==> src/sv/scf_pkg.sv <==
// ----------------------------------------------------------------------------
// scf_pkg: shared types and constants of the PNG scanline filter
// Line and pixel limits, filter and register codes, position record.
// ----------------------------------------------------------------------------
package scf_pkg;

    localparam int MAX_LINE        = 4096;
    localparam int LINE_AW         = $clog2(MAX_LINE);
    localparam int LEN_W           = LINE_AW + 1;
    localparam int MAX_PIXEL_BYTES = 8;
    localparam int PIX_IW          = $clog2(MAX_PIXEL_BYTES);
    localparam int PIX_W           = 4;
    localparam int BYTE_W          = 8;
    localparam int APB_AW          = 4;
    localparam int APB_DW          = 32;

    typedef enum logic [2:0] {
        FT_NONE  = 3'd0,
        FT_SUB   = 3'd1,
        FT_UP    = 3'd2,
        FT_AVG   = 3'd3,
        FT_PAETH = 3'd4
    } filter_t;

    typedef enum logic [1:0] {
        REG_DIRECTION   = 2'd0,
        REG_LINE_BYTES  = 2'd1,
        REG_PIXEL_BYTES = 2'd2
    } reg_idx_t;

    typedef struct packed {
        logic [LINE_AW-1:0] column;
        logic               first_row;
        logic               has_left;
        logic               line_end;
        logic               start;
        logic [PIX_IW-1:0]  pix_idx;
    } pos_t;

endpackage

==> src/sv/scf_position.sv <==
// ----------------------------------------------------------------------------
// scf_position: scanline position tracker
// Keeps column and first-row state; classifies each accepted byte.
// ----------------------------------------------------------------------------
module scf_position
    import scf_pkg::*;
(
    input  logic              aclk,
    input  logic              aresetn,
    input  logic              accept,
    input  logic              image_start,
    input  logic [LEN_W-1:0]  line_bytes,
    input  logic [PIX_W-1:0]  pixel_bytes,
    output pos_t              pos
);

    logic [LINE_AW-1:0] column_reg, column_next;
    logic               first_row_reg, first_row_next;
    logic [LEN_W-1:0]   len;
    logic [PIX_W-1:0]   bpp;
    logic [LEN_W-1:0]   col_start;
    logic [LEN_W-1:0]   col_clamped;
    logic [LEN_W-1:0]   col_inc;

    always_comb begin
        priority if (line_bytes == '0) begin
            len = LEN_W'(1);
        end else if (line_bytes > LEN_W'(MAX_LINE)) begin
            len = LEN_W'(MAX_LINE);
        end else begin
            len = line_bytes;
        end
        priority if (pixel_bytes == '0) begin
            bpp = PIX_W'(1);
        end else if (pixel_bytes > PIX_W'(MAX_PIXEL_BYTES)) begin
            bpp = PIX_W'(MAX_PIXEL_BYTES);
        end else begin
            bpp = pixel_bytes;
        end
    end

    always_comb begin
        col_start   = image_start ? '0 : {1'b0, column_reg};
        col_clamped = (col_start >= len) ? (len - LEN_W'(1)) : col_start;
        col_inc     = col_clamped + LEN_W'(1);

        pos.column    = col_clamped[LINE_AW-1:0];
        pos.first_row = image_start | first_row_reg;
        pos.has_left  = col_clamped >= LEN_W'(bpp);
        pos.line_end  = col_inc >= len;
        pos.start     = image_start;
        pos.pix_idx   = PIX_IW'(bpp - PIX_W'(1));
    end

    always_comb begin
        column_next    = column_reg;
        first_row_next = first_row_reg;
        if (accept) begin
            column_next    = pos.line_end ? '0 : col_inc[LINE_AW-1:0];
            first_row_next = pos.line_end ? 1'b0 : pos.first_row;
        end
    end

    always_ff @(posedge aclk) begin
        if (!aresetn) begin
            column_reg    <= '0;
            first_row_reg <= 1'b1;
        end else begin
            column_reg    <= column_next;
            first_row_reg <= first_row_next;
        end
    end

endmodule

==> config.mk <==
export PLATFORM = sky130hd
export DESIGN_NAME = scf_position
export DESIGN_NICKNAME = d
export VERILOG_FILES = /design/src/sv/scf_pkg.sv /design/src/sv/scf_position.sv
export SDC_FILE = /design/constraint.sdc
export NUM_CORES = 1
export LEC_CHECK = 0
export BUFFER_PORTS_ARGS = -buffer_cell sky130_fd_sc_hd__buf_4
export CAP_MARGIN = 20
export CORE_AREA = 2 2 65 67
export DETAILED_ROUTE_END_ITERATION = 8
export DIE_AREA = 0 0 67 69
export GPL_TIMING_DRIVEN = 1
export PLACE_DENSITY = 0.9
export SLEW_MARGIN = 20
export SYNTH_ARGS = -nofsm -noshare
export SYNTH_HDL_FRONTEND = slang
export SYNTH_SLANG_ARGS = --single-unit
export TNS_END_PERCENT = 10
==> constraint.sdc <==
create_clock -name aclk -period 19.7 [get_ports aclk]
set_clock_uncertainty 0.2 [all_clocks]
set_input_delay 2.955 -clock aclk [delete_from_list [all_inputs] [get_ports aclk]]
set_output_delay 2.955 -clock aclk [all_outputs]
set_load 0.01 [all_outputs]
Word-level counts from Yosys, hierarchy flattened
Cells that the tools add are included.
- bits in registers: 13
- input bits: 21
- output and inout bits: 19
- word-level logic and storage cells: 21
- add/sub/neg operators: 3
- order comparisons: 5
- multiplexer cells: 8
- bitwise gates (word level): 1
- reduce and logical (&&, ||, !) cells: 2
- operators with widths (operator ; count):
    13-bit 2-to-1 mux ; 3
    12-bit 2-to-1 mux ; 2
    13-bit by 1-bit adder with 13-bit output, second input constant ; 1
    12-bit by 13-bit greater-or-equal comparator with 1-bit output ; 1
    13-bit greater-or-equal comparator ; 1
    13-bit by 4-bit greater-or-equal comparator with 1-bit output ; 1
    13-bit > comparator, second input constant ; 1
    13-bit zero test ; 1
    13-bit by 1-bit subtractor with 13-bit output, second input constant ; 1
    4-bit 2-to-1 mux ; 2
    4-bit > comparator, second input constant ; 1
    4-bit zero test ; 1
    3-bit by 1-bit subtractor with 3-bit output, second input constant ; 1
    1-bit 2-to-1 mux ; 1
    1-bit OR ; 1

Depth between registers and ports, before layout
- depth in word-level cells: 8
- gate-level depth with buffers: 27
- gate-level depth less buffers: 25

Worst setup path before layout
Ideal clock, no wire load.
- path kind: input -> output
- start: input line_bytes[4]
- end: output pos[4] (netlist name)
- arrival time: 7.697 ns
- required time: 16.545 ns
- setup slack: 8.848 ns
- stages: 22
- path buffers: 2
- path through: buf_6 or4_4 nor4_1 o21ai_1 inv_1 ha_1 and3_1 nand3_1 a311oi_4 nor2_4 buf_2 o21ai_0 ha_1 o211ai_1 a2111oi_4 xor2_1 ha_1 nand2_1 nor2_1 a2111oi_0 nand3_1 o22a_1
- RTL lines (what ; line ; RTL):
    from (decl) ; scf_position.sv:12 ; input logic [LEN_W-1:0] line_bytes,
    to (decl) ; scf_position.sv:14 ; output pos_t pos

==> summary.txt <==
STA
  – Final critical-path required period: around 12000 ps
  – Achievable Freq: 0.08618 GHz
  – Share of the clock period used by the worst path after layout: 0.5890
  – Final count of hold timing violations: 0
  – Final worst slack: about 8100 ps
  – Final setup TNS: 0 ps
  – Minimum hold slack: between 200 and 300 ps
  – Final Slew Violations: 0
  – Relative slew slack: 0.5692
  – Worst Max-Slew Pin Slew: ~650 ps
  – Setup repair after global routing missed its margin: false
  – Number of setup violations in the final report: 0

Floorplanning
  – Horiz. Die Dim: ~67 um
  – Number of top-level pins: 40
  – Area of the die: between 0.004 and 0.005 sq mm
  – Number of core rows: 23
  – Die height: 69 um
  – Core Area: around 0.0039 sq mm
  – Initial standard-cell utilization of the core: 0.5924

Route
  – Initial DRC Count: 125
  – Met3 routed wirelength: between 400 and 500 um
  – Highest routed metal layer: met4
  – Detail Route met2 WL: between 2000 and 3000 um
  – Length of routed wiring on met1: approximately 2700 um
  – Number of optimization iterations in the first detailed-route pass: 5
  – Drt wl/cell: 17.01 um
  – Number of vias in the routed layout: around 2400
  – Antenna-violating nets left: 0
  – Final Routed Wirelength: 6345 um
  – Residual DRC count: 0
  – Drt via density: 6.394

Yosys
  – Seq cells post-synth: 13
  – Cell Area, Synth: roughly 0.0023 sq mm
  – Fraction of synthesized cell area taken by the top area cell type: 0.1727
  – Number of instances in the synthesized netlist: just under 300
  – Mapped Avg Cell Area: ~8.0 sq um
  – Largest cells by area after synthesis: ha_1, dfxtp_1, nor2b_1, nand2_1, a21oi_1
  – Number of enable-type register cells in the synthesized netlist: 0
  – Library cells used by synthesis: slightly below 70
  – Post-synth ARST share: 0
  – Cell with the most instances after synthesis: ha_1
  – Top flip-flop cell by instance count after synthesis: dfxtp_1
  – Cell type contributing the most total cell area after synthesis: ha_1
  – Fraction of the yosys area taken by sequential cells: 0.1123
  – Warnings, synthesis: 0
  – List of most frequent post-synthesis cells: ha_1, nand2_1, nor2b_1
  – Net Count, Synth: roughly 340

Pwr
  – Power Dens Cells: approximately 35 mW/mm^2
  – Switching Power: 33.96 uW
  – Leakage power of the design: about 1.2 nW
  – Switching Fraction: 0.3629
  – Power share of the combinational group: 0.459
  – Max rail drop VDD: approximately 0.056 mV
  – Internal power of the cells: 59.61 uW
  – Sequential cell fraction of total power: 0.294
  – Clock group share of total power: 0.247
  – Overall power of the completed layout: 93.58 uW

Worst setup path
  – CP delay by family, top: compound AO/OA/AOI/OAI gates
  – Crit start category: input pin
  – CP max stage delay: approximately 560 ps
  – Crit Path Class: input pin to primary output
  – Most Frequent Cell on Critical Path: ha_1
  – Worst path bufs/invs: 3
  – Critical Path Sink Type: primary output
  – Ordered list of cells on the worst path: buf_4 -> or4_4 -> nor4_1 -> o21ai_1 -> inv_1 -> ha_1 -> and3_1 -> nand3_1 -> a311oi_4 -> nor2_4 -> o21ai_0 -> ha_1 -> o211ai_1 -> a2111oi_4 -> xor2_1 -> ha_1 -> nand2_1 -> nor2_1 -> a2111oi_0 -> nand3_1 -> o22a_1 -> buf_4
  – Crit-path max FO: 17
  – Data arrival at the endpoint of the critical path: ~8500 ps
  – Worst endpoint required time: ~17000 ps
  – Slowest cell on crit path: or4_4

CTS
  – CTS H-tree lvls: 1
  – Count of cells resized by post-cts repair: 0
  – Clock transition time at the flip-flop clock pins of the worst setup and hold paths: 50 ps
  – Buffer depth of the longest clock path: 2
  – Cts-stage hold buffer count: 0
  – CTS sink count: 13
  – Postcts setup bufs: 0
  – Number of buffers created by CTS: 3
  – Buffer type at the clock tree root: clkbuf_8
  – Clock tree from TritonCTS: built
  – Skew-Pair Late Insertion Delay: roughly 240 ps

Run
  – Number of max-capacitance violations reported: 0

Min path
  – Worst hold path class: flip-flop to flip-flop

GRT
  – Pin count of the biggest net entering global routing: 22
  – First-pass GRT wire length: between 10000 and 15000 um
  – Total global routing overflow: 0
  – Number of global-route vias before repair: 2225
  – Global-route usage over all layers: 0.2817
  – Initial antenna violation count: 0

Final layout
  – Final non-filler cell area: roughly 0.0027 sq mm
  – Final antenna diode count: 0
  – Area growth syn-to-layout: 14.62%
  – Post-layout nets: around 380
  – Layout Utilization: 0.6790
  – Number of standard cells in the layout, taps in and fillers out: between 300 and 400
  – Flip-flop count of the largest register after layout: 12
  – Share of cells above drive strength 1: 0.2043

Placed design
  – Number of port buffers: 39
  – Detailed-placement wirelength estimate: roughly 5300 um
  – DP Area: between 0.002 and 0.003 sq mm
  – Number of placed instances, taps included: between 300 and 400
  – Weighted congestion at the end of routability-driven global placement: slightly above 0.9
  – Post-placement worst setup slack: between 8000 and 9000 ps

Status
  – Run status: completed
==> worst reg2reg max path, delay by kind of cell, from the launching register on <==
kind | cells | cell delay (ps)
adder cells (fa/ha/maj) | 3 | 850
AO/OA/AOI/OAI | 10 | 2890
XOR/XNOR | 1 | 210
AND/OR/NAND/NOR | 6 | 1240
flip-flops | 1 | 320
==> placed cells by master, fill, tap and decap left out, types with 3 or more instances in the layout <==
cell type	count
nand4_1	4
xnor2_1	8
nand3_1	14
o211ai_1	5
xor2_1	5
o21a_1	4
and3_1	4
nand2_1	27
nand3b_1	4
o21ai_1	3
a21o_1	5
ha_1	32
inv_1	12
clkbuf_8	3
a31oi_1	3
a32o_1	3
nor2_1	13
buf_4	39
nor2b_1	19
o21ai_0	8
mux2i_1	7
or3_1	4
a22oi_1	4
nor3_1	6
a21oi_1	14
nand2b_1	5
dfxtp_1	13
mux2_2	3
==> power groups by stage <==
stage / Combinational, mW / Clock (mW) / Sequential (mW)
after floorplan: 0.0279 / 0 / 0.0279
after global placement: 0.0412 / 0 / 0.0279
after detailed placement: 0.0425 / 0 / 0.0280
after CTS: 0.0427 / 0.0243 / 0.0275
after global routing: 0.0470 / 0.0256 / 0.0275
final: 0.0430 / 0.0231 / 0.0275
==> cell type report <==
cell class / instances / area [sq um]
multi-input combinational: 254 / 1948
clock buffer: 4 / 45.04
sequential: 13 / 260.3
timing repair buffer: 39 / 292.8
fill: 361 / 1256
inverter: 13 / 48.80
tap: 50 / 62.56
==> cells by family after synthesis <==
family | Yosys count | share of synthesized area
AND/OR/NAND/NOR | 123 | 0.3119
AO/OA/AOI/OAI | 76 | 0.2618
adder cells (fa/ha/maj) | 32 | 0.1727
buffers and inverters | 24 | 0.04748
XOR/XNOR | 13 | 0.04911
flip-flops | 13 | 0.1123
multiplexers | 10 | 0.04479
==> per-layer routing <==
metal / GRT usage / up-vias
met5: 0 / -
met4: 0.1247 / 0
met3: 0.02610 / 12
met2: 0.4510 / 114
met1: 0.3759 / 1093
li1: - / 1166
==> final timing paths <==
| kind | endpoint | depth (start not counted) | slack (ps) | start |
|---|---|---|---|---|
| setup / recovery | pos[4] | 22 | 8100 | line_bytes[4] |
| hold / removal | column_reg[0] | 2 | 290 | column_reg[0] |
| setup reg to reg | column_reg[11] | 20 | 13880 | column_reg[4] |
| hold reg to reg | column_reg[0] | 2 | 290 | column_reg[0] |
No activity file was read; power rests on OpenSTA's default activity.
