## src/sv/scf_pkg.sv

```systemverilog
// ----------------------------------------------------------------------------
// scf_pkg: shared types and constants of the PNG scanline filter
// Line and pixel limits, filter and register codes, position record.
// ----------------------------------------------------------------------------
package scf_pkg;

    localparam int MAX_LINE        = 4096;
    localparam int LINE_AW         = $clog2(MAX_LINE);
    localparam int LEN_W           = LINE_AW + 1;
    localparam int MAX_PIXEL_BYTES = 8;
    localparam int PIX_IW          = $clog2(MAX_PIXEL_BYTES);
    localparam int PIX_W           = 4;
    localparam int BYTE_W          = 8;
    localparam int APB_AW          = 4;
    localparam int APB_DW          = 32;

    typedef enum logic [2:0] {
        FT_NONE  = 3'd0,
        FT_SUB   = 3'd1,
        FT_UP    = 3'd2,
        FT_AVG   = 3'd3,
        FT_PAETH = 3'd4
    } filter_t;

    typedef enum logic [1:0] {
        REG_DIRECTION   = 2'd0,
        REG_LINE_BYTES  = 2'd1,
        REG_PIXEL_BYTES = 2'd2
    } reg_idx_t;

    typedef struct packed {
        logic [LINE_AW-1:0] column;
        logic               first_row;
        logic               has_left;
        logic               line_end;
        logic               start;
        logic [PIX_IW-1:0]  pix_idx;
    } pos_t;

endpackage

```

## src/sv/scf_predict.sv

```systemverilog
// ----------------------------------------------------------------------------
// scf_predict: PNG predictor and filter/unfilter arithmetic
// None, Sub, Up, Average and Paeth; result and row byte to keep.
// ----------------------------------------------------------------------------
module scf_predict
    import scf_pkg::*;
(
    input  logic [BYTE_W-1:0] data_byte,
    input  logic [2:0]        filter_type,
    input  logic              direction,
    input  logic [BYTE_W-1:0] a,
    input  logic [BYTE_W-1:0] b,
    input  logic [BYTE_W-1:0] c,
    output logic [BYTE_W-1:0] res,
    output logic [BYTE_W-1:0] keep,
    output logic              bad
);

    logic signed [BYTE_W+2:0] da, db, dc;
    logic signed [BYTE_W+2:0] ea, eb, ec;
    logic        [BYTE_W+1:0] pa, pb, pc;
    logic        [BYTE_W-1:0] paeth;
    logic        [BYTE_W:0]   avg_sum;
    logic        [BYTE_W-1:0] pred;

    always_comb begin
        da = signed'({3'b000, a});
        db = signed'({3'b000, b});
        dc = signed'({3'b000, c});
        ea = db - dc;
        eb = da - dc;
        ec = da + db - dc - dc;
        pa = (BYTE_W+2)'(ea[BYTE_W+2] ? -ea : ea);
        pb = (BYTE_W+2)'(eb[BYTE_W+2] ? -eb : eb);
        pc = (BYTE_W+2)'(ec[BYTE_W+2] ? -ec : ec);
        priority if (pa <= pb && pa <= pc) begin
            paeth = a;
        end else if (pb <= pc) begin
            paeth = b;
        end else begin
            paeth = c;
        end
    end

    always_comb begin
        avg_sum = {1'b0, a} + {1'b0, b};
        bad     = 1'b0;
        unique case (filter_t'(filter_type))
            FT_NONE:  pred = '0;
            FT_SUB:   pred = a;
            FT_UP:    pred = b;
            FT_AVG:   pred = avg_sum[BYTE_W:1];
            FT_PAETH: pred = paeth;
            default: begin
                pred = '0;
                bad  = 1'b1;
            end
        endcase
    end

    always_comb begin
        priority if (bad) begin
            res  = data_byte;
            keep = data_byte;
        end else if (direction) begin
            res  = data_byte + pred;
            keep = res;
        end else begin
            res  = data_byte - pred;
            keep = data_byte;
        end
    end

endmodule

```

## config.mk

```make
export PLATFORM = sky130hd
export DESIGN_NAME = scf_predict
export DESIGN_NICKNAME = d
export VERILOG_FILES = /design/src/sv/scf_pkg.sv /design/src/sv/scf_predict.sv
export SDC_FILE = /design/constraint.sdc
export NUM_CORES = 1
export LEC_CHECK = 0
export ABC_AREA = 1
export BUFFER_PORTS_ARGS = -buffer_cell sky130_fd_sc_hd__buf_2
export CORE_ASPECT_RATIO = 0.75
export CORE_MARGIN = 2
export CORE_UTILIZATION = 57
export DETAILED_ROUTE_END_ITERATION = 8
export PLACE_DENSITY = 0.82
export SYNTH_ARGS = -nofsm -noshare
export SYNTH_HDL_FRONTEND = slang
export SYNTH_SLANG_ARGS = --single-unit
```

## constraint.sdc

```tcl
create_clock -name vclk -period 9.45
set_input_delay 1.89 -clock vclk [all_inputs]
set_output_delay 1.89 -clock vclk [all_outputs]
set_load 0.02 [all_outputs]
```

# Word level (Yosys, flattened, before mapping)
# Cells that the tools add are included.
[word_totals]
register_bits = 0
input_bits = 36
wordCells = 32
[classes]
mux = 11
order_cmp = 3
reduce_logical = 3
n_addsub = 11
eq_ne = 4
[ops]
columns = ["operator", "count"]
rows = [
  ["2-to-1 mux 8 bit", 6],
  ["case mux 8 bit (4 select lines)", 1],
  ["less-or-equal comparator 10 bit", 3],
  ["2-to-1 mux 10 bit", 3],
  ["negation 9 -> 10 bit", 2],
  ["adder 8 x 8 -> 9 bit", 2],
  ["subtractor 8 x 8 -> 9 bit", 2],
  ["subtractor 10 x 9 -> 11 bit", 1],
  ["negation 10 bit", 1],
  ["subtractor 9 x 8 -> 10 bit", 1],
  ["adder 8 bit", 1],
  ["subtractor 8 bit", 1],
  ["equality test 3 x 2 -> 1 bit, second input constant", 2],
  ["OR reduction 5 bit", 1],
  ["equality test 3 x 1 -> 1 bit, second input constant", 1],
  ["equality test 3 bit, second input constant", 1],
  ["logical NOT 3 bit", 1],
  ["logical AND 1 bit", 1],
  ["2-to-1 mux 1 bit", 1],
]

# Longest topological paths before layout
[logic_depth]
word_depth = 12
ltp_mapped = 48
ltp_nobuf = 48

# Worst setup path before layout
# No wires, ideal clock.
[synth_timing]
path_kind = "input to output"
startpoint = "input a[2]"
endpoint = "output res[3]"
path_stages = 40
t_required_ns = 7.560
path_slack_ns = -0.199
n_path_buf = 2
arrival_ns = 7.759
path_cell_list = "inv_1 > fa_1 > inv_1 > ha_1 > a21oi_1 > o21ai_0 > a21oi_1 > nor2_1 > o21ai_0 > nand2_1 > xor2_1 > inv_1 > ha_1 > a21oi_1 > o21ai_0 > a21oi_1 > nand2_1 > nand2_2 > [4 not listed] > ha_1 > nand2_1 > nor2_1 > nand3_1 > nand3_1 > nand2_1 > nand2_1 > buf_2 > o21ai_0 > a21oi_1 > nor2_1 > nor2_1 > ha_1 > clkbuf_1 > a21o_1 > a31oi_1 > nor2_1 > o311ai_1"
[synth_via]
elab_chain_len = 12
elab_cells_between_ends = 20
cone_classes = "add/sub: 9; order compare: 3; mux: 7; reduce/logical: 1"
[synth_lines]
columns = ["item", "line", "rtl"]
rows = [
  ["start: declaration", "scf_predict.sv:11", "input logic [BYTE_W-1:0] a,"],
  ["adder 8 x 8 -> 9 bit", "scf_predict.sv:32, scf_predict.sv:46", ""],
  ["subtractor 9 x 8 -> 10 bit", "scf_predict.sv:32", "ec = da + db - dc - dc;"],
  ["subtractor 10 x 9 -> 11 bit", "scf_predict.sv:32", ""],
  ["negation 10 bit", "scf_predict.sv:35", "pc = (BYTE_W+2)'(ec[BYTE_W+2] ? -ec : ec);"],
  ["2-to-1 mux 10 bit", "scf_predict.sv:35", ""],
  ["less-or-equal comparator 10 bit (on tied branches)", "scf_predict.sv:38, scf_predict.sv:36", ""],
  ["2-to-1 mux 8 bit / logical AND 1 bit (equally long branches)", "scf_predict.sv:38, scf_predict.sv:36", ""],
  ["2-to-1 mux 8 bit", "scf_predict.sv:36", "priority if (pa <= pb && pa <= pc) begin"],
  ["case mux 8 bit (4 select lines) *", "scf_predict.sv:48", "unique case (filter_t'(filter_type))"],
  ["subtractor 8 bit / adder 8 bit (equally long branches)", "scf_predict.sv:69, scf_predict.sv:66", ""],
  ["2-to-1 mux 8 bit *", "scf_predict.sv:65", "end else if (direction) begin"],
  ["2-to-1 mux 8 bit *", "scf_predict.sv:62", "priority if (bad) begin"],
  ["end: declaration", "scf_predict.sv:14", "output logic [BYTE_W-1:0] res,"],
]
# Every way passes the cells marked *; elsewhere a longest branch is shown, timed or not.

# Final worst setup path
[layout_timing]
startpoint = "input b[4]"
endpoint = "output res[6]"
[layout_via]
elab_chain_len = 12
elab_cells_between_ends = 20
cone_classes = "add/sub: 9; order compare: 3; mux: 7; reduce/logical: 1"
[layout_lines]
columns = ["item", "line", "rtl"]
rows = [
  ["start: declaration", "scf_predict.sv:12", "input logic [BYTE_W-1:0] b,"],
  ["adder 8 x 8 -> 9 bit", "scf_predict.sv:32, scf_predict.sv:46", ""],
  ["subtractor 9 x 8 -> 10 bit", "scf_predict.sv:32", ""],
  ["subtractor 10 x 9 -> 11 bit", "scf_predict.sv:32", ""],
  ["negation 10 bit", "scf_predict.sv:35", ""],
  ["2-to-1 mux 10 bit", "scf_predict.sv:35", ""],
  ["less-or-equal comparator 10 bit (on tied branches)", "scf_predict.sv:38, scf_predict.sv:36", ""],
  ["2-to-1 mux 8 bit / logical AND 1 bit (equally long branches)", "scf_predict.sv:38, scf_predict.sv:36", ""],
  ["2-to-1 mux 8 bit", "scf_predict.sv:36", ""],
  ["case mux 8 bit (4 select lines) *", "scf_predict.sv:48", ""],
  ["subtractor 8 bit / adder 8 bit (equally long branches)", "scf_predict.sv:69, scf_predict.sv:66", ""],
  ["2-to-1 mux 8 bit *", "scf_predict.sv:65", ""],
  ["2-to-1 mux 8 bit *", "scf_predict.sv:62", ""],
]
# Marks and branches as above.

==> results.sh <==
export IMPL_status="complete, but fails checks"
export IMPL_violations="setup timing"
export IMPL_powerDensity_mw_per_mm2=289
export IMPL_grt_pass1_wl_um=29700
export IMPL_finalCoreUtilization_pct=92.6
export IMPL_grt_use_total_pct=44.5
export IMPL_setup_viol=16
export IMPL_p_int_uw=872
export IMPL_antennaDiodeCount=0
export IMPL_first_iter_violations=864
export IMPL_port_buffers=53
export IMPL_path_delay_family="compound AO/OA/AOI/OAI gates"
export IMPL_rsz0062_at_grt="true"
export IMPL_post_dp_hpwl_um=12700
export IMPL_grt_max_degree=11
export IMPL_cp_startpoint="b[4]"
export IMPL_routed_wl_um=22800
export IMPL_hold_violations=0
export IMPL_p_sw_share_pct=55.7
export IMPL_nets=1054
export IMPL_die_w_um=105
export IMPL_period_minus_slack_ns=10.60
export IMPL_final_common_cell="buf_4"
export IMPL_crit_path_end_kind="output port"
export IMPL_antenna_found_initial=0
export IMPL_path_class="input port to output port"
export IMPL_synthTopCellsByArea="ha_1 (25%), nand2_1 (13%), inv_1 (13%)"
export IMPL_p_comb_share_pct=100.0
export IMPL_p_total_mw=1.97
export IMPL_worstPathMaxFanout=4
export IMPL_fmax_mhz=94.3
export IMPL_avgSynthCellArea_um2=6.06
export IMPL_worstPathArrival_ns=8.71
export IMPL_peakVddDrop_v=0.000300
export IMPL_globalRoute_totalOverflow=0
export IMPL_min_delay_path_depth=4
export IMPL_maxSlewHeadroom_pct=50.1
export IMPL_viasPerCell=6.50
export IMPL_syn_inst=716
export IMPL_maxCapViolations=0
export IMPL_cp_required_ns=7.56
export IMPL_regArea_um2=0
export IMPL_holdBufCountCts=0
export IMPL_clock_power_share_pct=0
export IMPL_gp_congestion=0.928
export IMPL_drcViolationCount=0
export IMPL_clkbuf_count=0
export IMPL_layout_drive_gt1_share_pct=42.2
export IMPL_p_leak_nw=3.62
export IMPL_slew_viol_final=0
export IMPL_synth_seq_area_share_pct=0
export IMPL_final_cell_mix="buf_4 (144), nand2_1 (127), inv_1 (121)"
export IMPL_area_growth_syn_to_layout_pct=57.1
export IMPL_critPathLaunchType="input port"
export IMPL_power_switching_mw=1.10
export IMPL_start_util_pct=59.0
export IMPL_hp_class="input port to output port"
export IMPL_seq_cells=0
export IMPL_crit_slowest_cell="fa_1"
export IMPL_antenna_left=0
export IMPL_row_count=27
export IMPL_final_critical_path_setup_slack_ns=-1.15
export IMPL_synth_top_area_share_pct=24.8
export IMPL_synth_area_leader_cell="ha_1"
export IMPL_netlist_area_mm2=0.00434
export IMPL_finalCritPeriodShare_pct=112
export IMPL_worst_slew_pin_slew_ns=0.746
export IMPL_die_area_mm2=0.00834
export IMPL_ys_warn_count=0
export IMPL_drtPass1Iterations=9
export IMPL_ys_types=43
export IMPL_num_io_pins=53
export IMPL_avgRoutedWirePerCell_um=22.4
export IMPL_hold_end="keep[3]"
export IMPL_via_count=6610
export IMPL_sequentialPowerShare_pct=0
export IMPL_grt_pass1_vias=6079
export IMPL_path_buf_inv=11
export IMPL_slowest_delay_ns=0.55
export IMPL_critical_path_most_common_cell="nand2_1"
export IMPL_min_from="data_byte[3]"
export IMPL_core_area_mm2=0.00736
export IMPL_die_y_um=79.6
## Yosys cell counts, types with 6 or more instances
cell type  count
nand4_1        7
xnor2_1       10
ha_1          86
xor2_1        29
inv_2          6
nand2_1      150
nor3_1         9
nor2_1        59
o221ai_1       6
fa_1          14
inv_1        145
a21oi_1       51
nand3_1       39
o21ai_0       42
a31oi_1        6
## kinds of logic (layout without fill, tap and decap cells)
| kind of cell | Yosys count | in the layout | synth area share [%] |
|---|---|---|---|
| AOI/OAI and AO/OA | 137 | 137 | 18.7 |
| buffers and inverters | 155 | 353 | 13.5 |
| other | 2 | 4 | 0.173 |
| adders and majority gates | 100 | 100 | 31.2 |
| and+or+nand+nor | 279 | 279 | 27.1 |
| xor gates and xnor gates | 43 | 43 | 9.37 |
## layer usage
layer	vias up	GRT usage, %	share of wire (%)
li1	2726	-	-
met1	2920	55.1	34
met2	698	77.3	41
met3	266	6.94	14
met4	0	19.1	9.9
met5	-	0	0
## worst max-delay path by stage
stage	to	depth (start not counted)
after detailed placement	res[6]	43
after floorplan	res[6]	44
after CTS	res[6]	40
after global placement	res[6]	45
final	res[6]	48
after global routing	res[6]	47
## area by class of cell
class,count,area (um^2)
fill,286,542
tap,101,126
inverter,151,579
timing repair buffer,202,1540
multi-input combinational,563,4580
## worst min-delay path, stage by stage
cell and delay (ns):
buf_2 0.13, nand2_1 0.06, nand2_1 0.04, buf_2 0.15
## timing repair
action                     4_1_cts  5_1_grt
setup endpoints to repair       16       16
pin swaps                       92       65
gates resized for setup        163       79
setup buffers                   30       15
## per-stage QoR
step	setup TNS, ns	setup slack (ns)	cell area [um^2]	instances	hold slack, ns
3_5_place_dp	-11.05	-1.12	5640	978	4.16
4_1_cts	-1.91	-0.360	6440	1003	4.15
3_3_place_gp	-5.80	-0.673	5640	978	4.15
2_1_floorplan	0	0.0189	4450	718	3.95
5_1_grt	-15.11	-1.30	6820	1017	4.19
6_report	-12.32	-1.15	6820	1017	4.16
## power groups by stage
stage / clock, mW / combinational, mW / sequential (mW)
6_report: 0 / 1.97 / 0
5_1_grt: 0 / 2.06 / 0
3_5_place_dp: 0 / 1.24 / 0
4_1_cts: 0 / 1.62 / 0
3_3_place_gp: 0 / 1.17 / 0
2_1_floorplan: 0 / 0.782 / 0
Power figures use the tool's default switching activity.
